**config.mk**
```make
export PLATFORM = sky130hd
export DESIGN_NAME = nmea_checksum_rewriter
export DESIGN_NICKNAME = d
export VERILOG_FILES = /design/src/ncr_pkg.sv /design/src/ncr_front.sv /design/src/ncr_queue.sv /design/src/ncr_back.sv /design/src/nmea_checksum_rewriter.sv
export SDC_FILE = /design/constraint.sdc
export NUM_CORES = 1
export LEC_CHECK = 0
export ABC_AREA = 1
export BUFFER_PORTS_ARGS = -buffer_cell sky130_fd_sc_hd__buf_2
export CAP_MARGIN = 5
export CORE_UTILIZATION = 40
export CTS_CLUSTER_SIZE = 14
export DETAILED_ROUTE_END_ITERATION = 10
export PLACE_DENSITY = 0.53
export SETUP_SLACK_MARGIN = 0.15
export SLEW_MARGIN = 20
export SYNTH_ARGS = -nofsm -noshare
export SYNTH_HDL_FRONTEND = slang
export SYNTH_SLANG_ARGS = --single-unit
```
**constraint.sdc**
```tcl
create_clock -name clk -period 2.9 [get_ports clk]
set_input_delay 0.29 -clock clk [delete_from_list [all_inputs] [get_ports clk]]
set_output_delay 0.29 -clock clk [all_outputs]
set_load 0.1 [all_outputs]
```
**src/ncr_pkg.sv**
```systemverilog
// shared types, constants and helpers for the nmea checksum rewriter
`default_nettype none
package ncr_pkg;

  localparam int LINE_BUFFER_DEF = 256;
  localparam int QUEUE_DEPTH_DEF = 4;

  localparam logic [7:0] CH_DOLLAR = 8'h24;
  localparam logic [7:0] CH_STAR   = 8'h2A;
  localparam logic [7:0] CH_CR     = 8'h0D;
  localparam logic [7:0] CH_LF     = 8'h0A;
  localparam logic [7:0] CH_NUL    = 8'h00;

  // what the back end has to emit for one accepted input word
  localparam logic [1:0] CMD_PASS      = 2'd0;
  localparam logic [1:0] CMD_PASS_TAIL = 2'd1;
  localparam logic [1:0] CMD_TAIL      = 2'd2;

  typedef struct packed {
    logic [1:0] kind;
    logic [7:0] data;
    logic [7:0] sum;
  } cmd_t;

  function automatic logic [7:0] hex_digit(input logic [3:0] nib);
    logic [7:0] ch;
    if (nib < 4'd10) begin
      ch = 8'h30 + {4'd0, nib};
    end else begin
      ch = 8'h37 + {4'd0, nib};
    end
    return ch;
  endfunction

endpackage
`default_nettype wire

```
**src/ncr_front.sv**
```systemverilog
// front end: chunk tracking, checksum and command classification
`default_nettype none
module ncr_front #(
  parameter int LINE_BUFFER = ncr_pkg::LINE_BUFFER_DEF
) (
  input  wire logic        clk,
  input  wire logic        rst_n,
  input  wire logic        in_valid,
  input  wire logic [7:0]  in_byte,
  input  wire logic        q_full,
  output logic             push,
  output ncr_pkg::cmd_t    push_data
);
  import ncr_pkg::*;

  localparam int COL_W = $clog2(LINE_BUFFER);
  localparam logic [COL_W-1:0] LIMIT = COL_W'(LINE_BUFFER - 1);

  localparam logic [1:0] PH_START = 2'd0;
  localparam logic [1:0] PH_SENT  = 2'd1;
  localparam logic [1:0] PH_DROP  = 2'd2;

  logic [1:0]       phase_r, phase_nxt;
  logic [7:0]       xor_r, xor_nxt;
  logic [COL_W-1:0] col_r, col_nxt;
  logic [COL_W-1:0] col_inc;
  logic             full, accept, is_term, line_end, cmd_valid;
  logic [1:0]       cmd_kind;

  assign accept   = in_valid & ~q_full;
  assign col_inc  = ((phase_r == PH_START) ? '0 : col_r) + COL_W'(1);
  assign full     = (col_inc >= LIMIT);
  assign is_term  = (in_byte == CH_STAR) | (in_byte == CH_CR) |
                    (in_byte == CH_LF) | (in_byte == CH_NUL);
  assign line_end = (in_byte == CH_LF) | full;

  always_comb begin
    phase_nxt = phase_r;
    xor_nxt   = xor_r;
    cmd_valid = 1'b0;
    cmd_kind  = CMD_PASS;
    case (phase_r)
      PH_START: begin
        if (in_byte == CH_DOLLAR) begin
          xor_nxt   = 8'd0;
          cmd_valid = 1'b1;
          if (full) begin
            cmd_kind  = CMD_PASS_TAIL;
            phase_nxt = PH_START;
          end else begin
            phase_nxt = PH_SENT;
          end
        end else begin
          phase_nxt = line_end ? PH_START : PH_DROP;
        end
      end
      PH_SENT: begin
        cmd_valid = 1'b1;
        if (is_term) begin
          cmd_kind  = CMD_TAIL;
          phase_nxt = line_end ? PH_START : PH_DROP;
        end else begin
          xor_nxt = xor_r ^ in_byte;
          if (full) begin
            cmd_kind  = CMD_PASS_TAIL;
            phase_nxt = PH_START;
          end
        end
      end
      default: begin
        phase_nxt = line_end ? PH_START : PH_DROP;
      end
    endcase
    col_nxt = (phase_nxt == PH_START) ? '0 : col_inc;
  end

  assign push           = accept & cmd_valid;
  assign push_data.kind = cmd_kind;
  assign push_data.data = in_byte;
  assign push_data.sum  = xor_nxt;

  always_ff @(posedge clk) begin
    if (!rst_n) begin
      phase_r <= PH_START;
      xor_r   <= 8'd0;
      col_r   <= '0;
    end else if (accept) begin
      phase_r <= phase_nxt;
      xor_r   <= xor_nxt;
      col_r   <= col_nxt;
    end
  end

endmodule
`default_nettype wire

```
**src/ncr_queue.sv**
```systemverilog
// short command queue between front and back ends
`default_nettype none
module ncr_queue #(
  parameter int DEPTH = ncr_pkg::QUEUE_DEPTH_DEF
) (
  input  wire logic          clk,
  input  wire logic          rst_n,
  input  wire logic          push,
  input  wire ncr_pkg::cmd_t push_data,
  input  wire logic          pop,
  output ncr_pkg::cmd_t      pop_data,
  output logic               empty,
  output logic               full
);
  import ncr_pkg::*;

  localparam int PTR_W = (DEPTH > 1) ? $clog2(DEPTH) : 1;
  localparam int CNT_W = $clog2(DEPTH + 1);
  localparam logic [PTR_W-1:0] PTR_LAST = PTR_W'(DEPTH - 1);
  localparam logic [CNT_W-1:0] CNT_FULL = CNT_W'(DEPTH);

  cmd_t             mem_r [DEPTH];
  logic [PTR_W-1:0] wr_r, wr_nxt, rd_r, rd_nxt;
  logic [CNT_W-1:0] cnt_r, cnt_nxt;

  assign empty    = (cnt_r == '0);
  assign full     = (cnt_r == CNT_FULL);
  assign pop_data = mem_r[rd_r];

  always_comb begin
    wr_nxt  = wr_r;
    rd_nxt  = rd_r;
    cnt_nxt = cnt_r;
    if (push) begin
      wr_nxt = (wr_r == PTR_LAST) ? '0 : wr_r + PTR_W'(1);
    end
    if (pop) begin
      rd_nxt = (rd_r == PTR_LAST) ? '0 : rd_r + PTR_W'(1);
    end
    if (push && !pop) begin
      cnt_nxt = cnt_r + CNT_W'(1);
    end else if (pop && !push) begin
      cnt_nxt = cnt_r - CNT_W'(1);
    end
  end

  always_ff @(posedge clk) begin
    if (push) begin
      mem_r[wr_r] <= push_data;
    end
  end

  always_ff @(posedge clk) begin
    if (!rst_n) begin
      wr_r  <= '0;
      rd_r  <= '0;
      cnt_r <= '0;
    end else begin
      wr_r  <= wr_nxt;
      rd_r  <= rd_nxt;
      cnt_r <= cnt_nxt;
    end
  end

  a_no_overflow: assert property (@(posedge clk) disable iff (!rst_n)
    !(push && full && !pop))
    else $error("command queue overflow");

  a_no_underflow: assert property (@(posedge clk) disable iff (!rst_n)
    !(pop && empty))
    else $error("command queue underflow");

  a_count_tracks: assert property (@(posedge clk) disable iff (!rst_n)
    (push && !pop && !full) |=> (cnt_r == $past(cnt_r) + CNT_W'(1)))
    else $error("queue count did not follow a push");

endmodule
`default_nettype wire

```
**src/ncr_back.sv**
```systemverilog
// back end: expands commands into output words, one per cycle unless out_stall
`default_nettype none
module ncr_back (
  input  wire logic          clk,
  input  wire logic          rst_n,
  input  wire ncr_pkg::cmd_t q_data,
  input  wire logic          q_empty,
  output logic               pop,
  output logic               out_valid,
  input  wire logic          out_stall,
  output logic [7:0]         out_byte,
  output logic               out_run_last
);
  import ncr_pkg::*;

  localparam logic [2:0] STEP_BYTE = 3'd0;
  localparam logic [2:0] STEP_STAR = 3'd1;
  localparam logic [2:0] STEP_HI   = 3'd2;
  localparam logic [2:0] STEP_LO   = 3'd3;
  localparam logic [2:0] STEP_CR   = 3'd4;
  localparam logic [2:0] STEP_LF   = 3'd5;

  cmd_t       cmd_r;
  logic       busy_r;
  logic [2:0] step_r;
  logic [2:0] last_step;
  logic       take, done;

  assign last_step    = (cmd_r.kind == CMD_PASS) ? STEP_BYTE : STEP_LF;
  assign out_valid    = busy_r;
  assign out_run_last = (step_r == last_step);
  assign take         = busy_r & ~out_stall;
  assign done         = take & out_run_last;
  assign pop          = ~q_empty & (~busy_r | done);

  always_comb begin
    case (step_r)
      STEP_BYTE: out_byte = cmd_r.data;
      STEP_STAR: out_byte = CH_STAR;
      STEP_HI:   out_byte = hex_digit(cmd_r.sum[7:4]);
      STEP_LO:   out_byte = hex_digit(cmd_r.sum[3:0]);
      STEP_CR:   out_byte = CH_CR;
      default:   out_byte = CH_LF;
    endcase
  end

  always_ff @(posedge clk) begin
    if (pop) begin
      cmd_r <= q_data;
    end
  end

  always_ff @(posedge clk) begin
    if (!rst_n) begin
      busy_r <= 1'b0;
      step_r <= STEP_BYTE;
    end else if (pop) begin
      busy_r <= 1'b1;
      // a bare tail skips the pass-through word
      step_r <= (q_data.kind == CMD_TAIL) ? STEP_STAR : STEP_BYTE;
    end else if (done) begin
      busy_r <= 1'b0;
    end else if (take) begin
      step_r <= step_r + 3'd1;
    end
  end

  a_tail_ends_lf: assert property (@(posedge clk) disable iff (!rst_n)
    (out_valid && out_run_last && cmd_r.kind != CMD_PASS) |-> (out_byte == CH_LF))
    else $error("tail did not end with line feed");

endmodule
`default_nettype wire

```
**src/nmea_checksum_rewriter.sv**
```systemverilog
// nmea checksum rewriter: accepts one byte word per cycle while in_stall is
// low and emits the rewritten sentence stream. The front end takes an input
// word every cycle while its command queue (QUEUE_DEPTH entries) has room;
// each word gives zero or one command. Unless stalled, the back end drains
// commands at one output word per cycle: a pass-through gives its byte, a
// sentence end '*', two hex digits, CR and LF, a chunk-limit byte both.
// Sustained input rate is one word per cycle for sentence bodies and dropped
// text; the queue absorbs tail bursts, and in_stall rises only when it is full.
`default_nettype none
module nmea_checksum_rewriter #(
  parameter int LINE_BUFFER = ncr_pkg::LINE_BUFFER_DEF,
  parameter int QUEUE_DEPTH = ncr_pkg::QUEUE_DEPTH_DEF
) (
  input  wire logic       clk,
  input  wire logic       rst_n,
  input  wire logic       in_valid,
  output logic            in_stall,
  input  wire logic [7:0] in_byte,
  output logic            out_valid,
  input  wire logic       out_stall,
  output logic [7:0]      out_byte,
  output logic            out_run_last
);
  import ncr_pkg::*;

  cmd_t push_data, pop_data;
  logic push, pop, q_empty, q_full;

  assign in_stall = q_full;

  ncr_front #(.LINE_BUFFER(LINE_BUFFER)) u_front (
    .clk       (clk),
    .rst_n     (rst_n),
    .in_valid  (in_valid),
    .in_byte   (in_byte),
    .q_full    (q_full),
    .push      (push),
    .push_data (push_data)
  );

  ncr_queue #(.DEPTH(QUEUE_DEPTH)) u_queue (
    .clk       (clk),
    .rst_n     (rst_n),
    .push      (push),
    .push_data (push_data),
    .pop       (pop),
    .pop_data  (pop_data),
    .empty     (q_empty),
    .full      (q_full)
  );

  ncr_back u_back (
    .clk          (clk),
    .rst_n        (rst_n),
    .q_data       (pop_data),
    .q_empty      (q_empty),
    .pop          (pop),
    .out_valid    (out_valid),
    .out_stall    (out_stall),
    .out_byte     (out_byte),
    .out_run_last (out_run_last)
  );

endmodule
`default_nettype wire
```
After elaboration in Yosys (flattened, before gate mapping) --
Memory sizes are Yosys's and may differ from the RTL's. A register that Yosys moved wholly into a read port is not among the register bits. Index checks and enable logic that the tools add are counted. Widths: inputs -> output; s select.
Operators by class: equality and inequality tests 15, $add $sub $neg 10, multiplexer cells 35, bitwise gates (word level) 15, magnitude comparators 3, reduce and logical (&&, ||, !) cells 14
Operators with widths (count):
- $mux 8 | 6
- $pmux 8 s5 | 1
- $add 6x4->7 const A | 4
- $mux 2 | 10
- $mux 3 | 6
- $eq 8x4->1 const B | 2
- $eq 8x6->1 const B | 2
- $pmux 8 s2 | 1
- $add 8x1->8 const B | 1
- $ge 8x8->1 const B | 1
- $logic_not 8->1 | 1
- $lt 4x4->1 const B | 2
- $mux 1 | 8
- $pmux 2 s2 | 2
- $xor 8x8->8 | 1
- $add 3x1->3 const B | 2
- $eq 2x2->1 const B | 3
- $eq 3x2->1 const B | 2
- $eq 3x3->1 const B | 2
- $logic_not 2->1 | 3
- $logic_not 3->1 | 2
- $reduce_bool 2->1 | 3
- $and 1x1->1 | 5
- $or 1x1->1 | 5
- other kinds (11) | 17
Storage, ports and cells: memories kept 1, output and inout bits 11, word-level logic and storage cells 104, input port bits 12, bits in registers 47, bits in writable memories 72
Memories:
- u_queue.mem_r | depth 4, width 18, read ports 1, clocked after memory_dff 1, write ports 1, line ncr_queue.sv:22 | cmd_t mem_r [DEPTH];

Depth between registers and ports, before layout --
Gate-level depths: netlist of the first run.
depth in word-level cells 10, gate-level depth with buffers 15, mapped depth without buffers 15

Hierarchy --
From an unflattened synthesis of the first run, not the netlist that was laid out.
Second synthesis, totals: cell total of the unflattened synthesis 593, area, all modules 5736.8 um^2
By module, submodules not included:
- ncr_queue | area an instance 3188.1 um^2, sequential area each 2342.2 um^2, instances 1, cells an instance 233
- ncr_front | area an instance 1395.1 um^2, sequential area each 360.3 um^2, instances 1, cells an instance 236
- ncr_back | area an instance 1153.6 um^2, sequential area each 620.6 um^2, instances 1, cells an instance 124

Worst setup path after synthesis of the first run --
No wires, ideal clock.
path type register to output, from reg u_back.cmd_r[2] (netlist bit), to out out_byte[1], data required time 2610 ps, cell stages (with the launch flop) 6, arrival time 2450 ps, setup slack 160 ps, buffers on the path 0, path through edfxtp_1 > o21ai_0 > inv_1 > nand2_1 > o21ai_0 > o221ai_1
On the way: longest elaborated chain between the ends 3
RTL lines:
- from (decl) | line ncr_back.sv:23 | cmd_t cmd_r;
- from (signal assigned) | line ncr_back.sv:49 | cmd_r <= q_data;
- $lt 4x4->1 | line ncr_pkg.sv:27 | if (nib < 4'd10) begin
- $mux 8 | line ncr_pkg.sv:27
- $pmux 8 s5 | line ncr_back.sv:37 | case (step_r)
- to (decl) | line nmea_checksum_rewriter.sv:21 | output logic [7:0] out_byte,
No other way between the ends.

Worst setup path in the final report of the first run --
from reg u_back.step_r[2], to out out_byte[1]
On the way: longest elaborated chain between the ends 2, elaborated cells between the ends (all ways) 6, classes of those cells eq/ne (4); mux (1); reduce/logical (1)
RTL lines:
- from (decl) | line ncr_back.sv:25 | logic [2:0] step_r;
- from (signal assigned) | line ncr_back.sv:60 | step_r <= (q_data.kind == CMD_TAIL) ? STEP_STAR : STEP_BYTE;
- from (signal assigned) | line ncr_back.sv:64 | step_r <= step_r + 3'd1;
- $eq 3x3->1 (tied with other cells) | line ncr_back.sv:37
- $pmux 8 s5 * | line ncr_back.sv:37
Every way passes the cells marked *; elsewhere a longest branch is shown, timed or not.

==> results of run 1 <==
per-stage QoR:
stage	hold slack, ps	utilization (%)	area (um2)	worst slack (ps)	std cells
4_1_cts	106	47.6	6310	428	773
6_report	120	47.6	6310	447	773
5_1_grt	122	47.6	6310	258	773
3_5_place_dp	466	43.4	5740	442	743
3_3_place_gp	454	43.4	5740	509	743
2_1_floorplan	389	-	5420	160	552
logic make-up (layout without fill, tap and decap cells):
logic type      count (synthesis)  count (layout)
simple gates                  208             208
compound gates                127             127
flops                         121             121
buf+inv                        81             126
fa+ha+maj                      14              14
xor+xnor                        1               1
cell type report:
cell class / instances / area (um2) / share of cell area [%]
Sequential cell: 121 / 3320 / 52.7
Inverter: 64 / 240 / 3.81
Timing Repair Buffer: 32 / 185 / 2.94
Clock inverter: 11 / 131 / 2.08
Multi-Input combinational cell: 350 / 1770 / 28.1
Tap cell: 176 / 220 / 3.49
Clock buffer: 19 / 433 / 6.87
worst paths after layout:
kind	start	end	cells after the start	slack, ps
min	in_byte[7]	u_queue.mem_r[0][15]	1	120
min reg2reg	u_front.col_r[7]	u_front.col_r[7]	2	470
max	u_back.step_r[2]	out_byte[1]	8	450
max reg2reg	u_front.phase_r[0]	u_queue.cnt_r[2]	14	540
worst reg2reg max path, delay by kind of cell (launching register included):
kind,cells,cell delay [ps]
AO/OA/AOI/OAI,2,200
AND/OR/NAND/NOR,6,830
flip-flops,1,350
adder cells (fa/ha/maj),2,520
buffers and inverters,4,370
synth_stat cells:
cell type	number	area (um2)
edfxtp_1	90	2700
nor2_1	82	308
nand2_1	74	278
inv_1	54	203
o21ai_0	54	270
nand3_1	36	180
dfxtp_1	31	621
a21oi_1	26	130
o22ai_1	17	106
clkbuf_1	14	52.6
ha_1	13	163
o21ai_1	12	60.1
inv_2	8	30.0
o211ai_1	6	45.0
nand4_1	4	25.0
nor2_2	3	18.8
nor3_1	3	15.0
o221ai_1	3	26.3
o31ai_1	3	22.5
a211oi_1	2	15.0
buf_6	2	22.5
clkinv_1	2	7.51
nand2_2	2	12.5
a2111o_1	1	11.3
a31oi_1	1	6.26
and3_1	1	6.26
buf_1	1	3.75
fa_1	1	20.0
nor2_4	1	11.3
nor3_2	1	10.0
o211a_1	1	10.0
o21a_1	1	7.51
or2_2	1	6.26
xor2_1	1	8.76
per-layer routing:
layer / GRT usage [%] / part of all wire, % / vias up
li1: - / - / 1977
met1: 23.7 / 47 / 1809
met2: 28.4 / 47 / 86
met3: 3.62 / 4.5 / 13
met4: 6.41 / 1.3 / 0
met5: 0 / 0 / -
state kept, by name, summed over array words and instances, names as in the netlist, named ones only:
| name | flops |
|---|---|
| u_queue.mem_r | 72 |
| u_back.cmd_r | 18 |
| u_front.col_r | 8 |
| u_front.xor_r | 8 |
| u_back.step_r | 3 |
| u_queue.cnt_r | 3 |
| u_front.phase_r | 2 |
| u_queue.rd_r | 2 |
| u_queue.wr_r | 2 |
| u_back.out_valid | 1 |
power breakdown:
group / total [W] / internal (W) / switching, W
logic: 0.00208 / 0.000480 / 0.00160
registers: 0.00236 / 0.00222 / 0.000145
clock network: 0.00202 / 0.00133 / 0.000691
==> flow_summary.yaml, run 1 <==
outcome:
  status: "completed"
yosys:
  ys_ff_latch: 121
  synth_xor_area_share_pct: 0.162
  yosys.area_share.adder_pct: 3.37
  yosys.area_share.simple_pct: 16.1
  ys.warnings.count: 0
  synth_nets: 578
  ys_seq_area_share_pct: 61.4
  ys_types: 34
  synth_cells: 552
  syn_avg_cell_area_um2: 9.81
  synth.area.mux_share_pct: 0
  synth_compound_area_share_pct: 13.1
  synth_top_family_by_area: "simple AND/OR/NAND/NOR gates"
  synthesis.area_mm2: 0.00542
clock_network:
  clk_pin_slew_ps: 50
  cts_tree: "yes"
  cts_hold_buf: 0
  cts_setup_buffers: 0
  clock_latency_ps: 400
  cts_resized: 0
  root_buffer: "clkbuf_16"
  clock_sinks: 121
  clockBufferDepth: 2
  cts.htree.levels: 4
  cts_buffers: 17
critical_path:
  cp_cell_sequence: "inv_1 -> ha_1 -> inv_1 -> a31oi_1 -> inv_1 -> a21oi_1 -> o221ai_1 -> buf_2"
  critPathMaxStageDelay_ps: 470
  worstPathRequired_ps: 2610
  end_kind: "output port"
  crit_fanout: 8
  slowest_stage: "dfxtp_1"
  crit_family: "buffers and inverters"
  crit_top_cell: "inv_1"
  path_class: "flip-flop to output port"
  cp_data_arrival_time_ps: 2160
  path_buf_inv: 4
  cp-start-kind: "flip-flop"
grt:
  grt_max_degree: 37
  grt_pass1_wl_um: 18700
  grt_pass1_vias: 3556
  grt-ovfl-total: 0
  antenna_found_initial: 0
  grt_usage_pct: 17.7
sta:
  setup_violations: 0
  maxSlewViolCount: 0
  rsz0062_at_grt: "no"
  hold_viol: 0
  fin_setup_tns_ps: 0
  fin_crit_sh_pct: 84.6
  timing.slew.headroom_pct: 45.1
  timing.fmax_ghz: 0.408
  layout_min_cycle_time_ps: 2450
  skew_ps: 4.75
  worst_pin_slew_ps: 816
placement:
  io_buffers: 22
  gp_congestion: 0.874
  hpwl_um: 7650
final_layout:
  fin_nets: 612
  antenna_cells: 0
  drive_gt1_share_pct: 12.1
  layout_common_cells: "edfxtp_1 (90), nor2_1 (82), nand2_1 (74), inv_1 (54), o21ai_0 (54)"
  area_growth_pct: 16.5
  final_common_cell: "edfxtp_1"
  fillers: 1286
route:
  vias: 3885
  routed_wl_um: 11600
  drt-wirelength-per-cell_um: 15.0
  viasPerCell: 5.03
  ant_nets: 0
  drt_iter0_drc: 236
  dr.pass1.iters: 4
  drc: 0
die:
  dieArea_mm2: 0.0140
  die_w_um: 118
  core-area_mm2: 0.0132
  rows: 42
  ios: 23
  dieHeight_um: 118
  initial_core_util_pct: 40.9
power_and_ir_drop:
  vdd_ir_drop_max_mv: 0.354
  finalPower_w: 0.00646
  powerDensity_mw_per_mm2: 1020
  p_leak_nw: 2.47
worst_hold_path:
  hold_class: "primary input to flip-flop"
job:
  drv_cap: 0
No activity file was read; power rests on OpenSTA's default activity.
==> run 2, diff against run 1 <==
- clock period: 2.9 -> 2.5 ns (I/O delays scaled with it)
==> run 2 against run 1 <==
  * Total power rose by 18%
  * Flip-flop and latch count did not move
  * Sequential power rose by 17%
  * Largest power group unchanged
  * Clock skew rose by 1.2 ps
  * Global-route usage rose by 0.72 points
  * Final area rose by 1.8%
  * Hold slack got worse by 40 ps
  * Highest routed layer unchanged
  * Worst setup slack got worse by 170 ps
==> flow_summary.yaml, run 2 (synthesized netlist as in run 1, its figures left out) <==
outcome:
  status: "completed"
critical_path:
  crit_fanout: 4
  cp_data_arrival_time_ps: 1970
  path_class: "flip-flop to output port"
  reg2regPathDepth: 10
  worstPathRequired_ps: 2250
  cp-start-kind: "flip-flop"
  end_kind: "output port"
final_layout:
  stdcell_count: 776
  finalInstanceArea_mm2: 0.00642
  antenna_cells: 0
  top_regs: "u_queue.mem_r (72), u_back.cmd_r (18)"
  drive_gt1_share_pct: 14.3
  final_common_cell: "edfxtp_1"
  largest_register_ff_count: 72
  top_register: "u_queue.mem_r"
  area_growth_pct: 18.5
  fin_nets: 615
  layout_common_cells: "edfxtp_1 (90), nor2_1 (82), nand2_1 (73), inv_1 (54), o21ai_0 (53)"
power_and_ir_drop:
  p_switching_w: 0.00288
  combPwrFrac_pct: 32.9
  switching_share_pct: 37.8
  seqPwrFrac_pct: 36.2
  vdd_ir_drop_max_mv: 0.435
  powerDensity_mw_per_mm2: 1190
  internal_power_w: 0.00475
  power.share.clock_pct: 30.9
  p_leak_nw: 2.50
clock_network:
  cts_setup_buffers: 0
  clock_sinks: 121
  cts_resized: 4
  clk_pin_slew_ps: 50
  clock_latency_ps: 410
  cts_hold_buf: 0
  clockBufferDepth: 2
  cts.htree.levels: 4
  cts_buffers: 17
  cts_tree: "yes"
  root_buffer: "clkbuf_16"
sta:
  skew_ps: 5.95
  setup_slack_ps: 278
  timing.fmax_ghz: 0.450
  fin_crit_sh_pct: 88.9
  worst_pin_slew_ps: 743
  rsz0062_at_grt: "yes"
  maxSlewViolCount: 0
  hold_viol: 0
  timing.slew.headroom_pct: 50.0
  layout_min_cycle_time_ps: 2220
  setup_violations: 0
placement:
  io_buffers: 22
  hpwl_um: 7870
  gp_congestion: 0.873
  dp.cells: 746
  place_area_mm2: 0.00583
  place_ws_ps: 265
route:
  drt_iter0_drc: 268
  ant_nets: 0
  drt-wirelength-per-cell_um: 15.3
  drc: 0
  dr.pass1.iters: 5
  viasPerCell: 5.13
  vias: 3979
  routed_wl_um: 11800
die:
  dieArea_mm2: 0.0140
  ios: 23
  core-area_mm2: 0.0132
  die_w_um: 118
  initial_core_util_pct: 40.9
  dieHeight_um: 118
  rows: 42
grt:
  grt_pass1_wl_um: 19400
  grt_pass1_vias: 3701
  grt_usage_pct: 18.4
  antenna_found_initial: 0
  grt-ovfl-total: 0
  grt_max_degree: 37
job:
  drv_cap: 0
worst_hold_path:
  hold_depth: 1
  hold_class: "primary input to flip-flop"
-- run 2: power by group through the flow --
stage	clock network [W]	registers, W	logic [W]
2_1_floorplan	0	0.00277	0.00190
3_3_place_gp	0	0.00280	0.00244
3_5_place_dp	0	0.00280	0.00247
4_1_cts	0.00239	0.00276	0.00250
5_1_grt	0.00248	0.00280	0.00274
6_report	0.00235	0.00276	0.00251
-- run 2: path summary, 6_finish.rpt --
check | start | end | slack, ps
setup / recovery | u_back.step_r[1] | out_byte[1] | 280
hold / removal | in_byte[6] | u_queue.mem_r[2][14] | 80
setup reg to reg | u_front.phase_r[1] | u_queue.mem_r[1][16] | 360
hold reg to reg | u_front.col_r[7] | u_front.col_r[7] | 470
-- run 2: worst max-delay path, cell delays in order, from the launching register on --
cell and delay (ps):
dfxtp_1 370, ha_1 170, ha_2 210, inv_1 100, a31oi_1 170, inv_1 70
a21oi_1 150, o221ai_2 120, buf_6 200
-- run 2: metal layers --
metal  track usage [%]  routed length [um]  part of all wire [%]  up-vias
met5                 0                   0                     0        -
met4              7.45                 210                   1.8        0
met3              4.15                 579                   4.9       15
met2              28.9                5470                    46       90
met1              24.6                5580                    47     1881
li1                  -                   -                     -     1993
-- run 2: stage by stage --
| stage | total power, W | hold WS [ps] | util [%] | TNS, ps |
|---|---|---|---|---|
| final | 0.00762 | 79.3 | 48.5 | 0 |
| after global routing | 0.00802 | 74.6 | 48.5 | 0 |
| after CTS | 0.00766 | 63.3 | 48.3 | 0 |
| after detailed placement | 0.00528 | 459 | 44.0 | 0 |
| after global placement | 0.00524 | 455 | 44.0 | 0 |
| after floorplan | 0.00468 | 349 | - | -6.59 |
-- run 2: final cells by class --
class | count | area (um2)
Multi-Input combinational cell | 350 | 1800
Sequential cell | 121 | 3330
Fill cell | 1253 | 6830
Inverter | 64 | 240
Tap cell | 176 | 220
Clock buffer | 20 | 437
Clock inverter | 10 | 129
Timing Repair Buffer | 35 | 264
==> run 3, diff against run 2 <==
- CELL_PAD_IN_SITES_DETAIL_PLACEMENT: unset -> 1
- CELL_PAD_IN_SITES_GLOBAL_PLACEMENT: unset -> 1
- CORE_UTILIZATION: 40 -> 48
- PLACE_DENSITY: 0.53 -> 0.76
==> run 3 against run 2 <==
  * Worst setup slack lost 6.3 ps
  * Clock skew up 2.6 ps
  * Routed wire length increased by 27%
  * First-iteration DRC count rose by 10%
  * Largest cell class unchanged
  * Die area is 16% lower
  * Register-to-register slack worse by 80 ps
  * Fmax shrank 0.28%
  * Clock-buffer cell count down 3
  * Non-clock buffer count increased by 2
  * Critical path depth unchanged
==> flow_summary.yaml, run 3 (synthesized netlist as in run 1, its figures left out) <==
grt:
  grt_max_degree: 37
  grt_pass1_wl_um: 23900
  grt-ovfl-total: 0
  gr-usage-met2_pct: 49.3
  grt_busiest_layer: "met2"
  antenna_found_initial: 0
  use_met3_pct: 6.21
  grt_pass1_vias: 4559
  grtUsageMet1_pct: 32.5
  grt_usage_pct: 28.0
die:
  dieHeight_um: 108
  dieArea_mm2: 0.0117
  core-area_mm2: 0.0109
  rows: 38
  die_w_um: 108
  ios: 23
  initial_core_util_pct: 49.5
route:
  drc: 0
  drt-wirelength-per-cell_um: 20.2
  ant_nets: 0
  viasPerCell: 5.76
  dr.pass1.iters: 4
  vias: 4282
  drt_iter0_drc: 296
  routed_wl_um: 15100
placement:
  hpwl_um: 9280
  io_buffers: 22
  place_ws_ps: 108
  place_area_mm2: 0.00575
  gp_congestion: 0.822
critical_path:
  cp_data_arrival_time_ps: 1980
  path_class: "flip-flop to output port"
  startpoint: "u_back.step_r[0]"
  worstPathRequired_ps: 2250
  cp-start-kind: "flip-flop"
  worstReg2RegStart: "u_front.phase_r[1]"
  crit_fanout: 6
  end_kind: "output port"
worst_hold_path:
  hold_start: "in_byte[7]"
  hold_class: "primary input to flip-flop"
outcome:
  status: "completed"
sta:
  hold_viol: 0
  fin_setup_tns_ps: 0
  maxSlewViolCount: 0
  layout_min_cycle_time_ps: 2230
  rsz0062_at_grt: "no"
  skew_ps: 8.59
  worst_pin_slew_ps: 841
  timing.fmax_ghz: 0.449
  setup_slack_ps: 271
  setup_violations: 0
  fin_crit_sh_pct: 89.1
  timing.slew.headroom_pct: 43.5
clock_network:
  cts.htree.levels: 4
  cts_buffers: 17
  clock_latency_ps: 420
  cts_hold_buf: 0
  clk_pin_slew_ps: 60
  clockBufferDepth: 2
  clock_sinks: 121
  cts_tree: "yes"
  root_buffer: "clkbuf_16"
power_and_ir_drop:
  vdd_ir_drop_max_mv: 1.30
  powerDensity_mw_per_mm2: 1250
  finalPower_w: 0.00806
  p_leak_nw: 2.52
final_layout:
  fin_nets: 617
  top_register: "u_queue.mem_r"
  final_common_cell: "edfxtp_1"
  finalInstanceArea_mm2: 0.00644
  drive_gt1_share_pct: 16.9
  top_regs: "u_queue.mem_r (72), u_back.cmd_r (18)"
  area_growth_pct: 19.0
  largest_register_ff_count: 72
  layout_common_cells: "edfxtp_1 (90), nor2_1 (82), nand2_1 (72), inv_1 (52), o21ai_0 (52)"
  antenna_cells: 0
job:
  drv_cap: 0
-- run 3: cell count changes in the layout (fill, tap and decap cells not counted), sizes merged --
cell	previous run	this run
inv	62	64
bufinv	3	4
clkinv	7	6
buf	33	37
clkbuf	22	17
clkinvlp	2	5
-- run 3: timing repair --
item,in CTS,in global routing
setup endpoints to repair,4,8
setup buffers,0,1
gates resized for setup,5,20
pin swaps,0,6
-- run 3: per-layer routing --
layer,vias up,routed length [um]
li1,1991,-
met1,2144,6000
met2,113,7990
met3,34,700
met4,0,367
met5,-,0
-- run 3: worst paths after layout --
check                          to  cells after the start  slack [ps]
max                   out_byte[3]                      8         270
min          u_queue.mem_r[3][15]                      1          90
min reg2reg      u_front.col_r[7]                      2         470
max reg2reg      u_queue.cnt_r[2]                     15         280
-- run 3: area by class of cell --
cell class	instances	area, um2
repair buffers	37	245
inverters	64	243
flip-flops and latches	121	3330
well taps	140	175
clock inverters	15	199
multi-input cells	350	1830
clock buffers	17	425
fillers	1202	4490
-- run 3: worst max-delay path: stages (launching register included) --
cell and delay, ps:
dfxtp_2 370, ha_1 160, ha_2 200, inv_1 110
a31oi_1 180, inv_1 80, a21oi_1 130, nand3_1 100
buf_4 240
-- run 3: power by group --
part           internal [W]  total, W  switching [W]
Combinational      0.000675   0.00271        0.00204
Clock               0.00167   0.00259       0.000921
Sequential          0.00258   0.00276       0.000180
Total               0.00492   0.00806        0.00314
-- run 3: through the flow --
stage	hold WS, ps	util, %	instances
2_1_floorplan	349	-	552
4_1_cts	66.9	58.4	743
3_5_place_dp	457	52.6	711
3_3_place_gp	453	52.6	711
6_report	85.3	58.9	744
5_1_grt	77.6	58.9	744
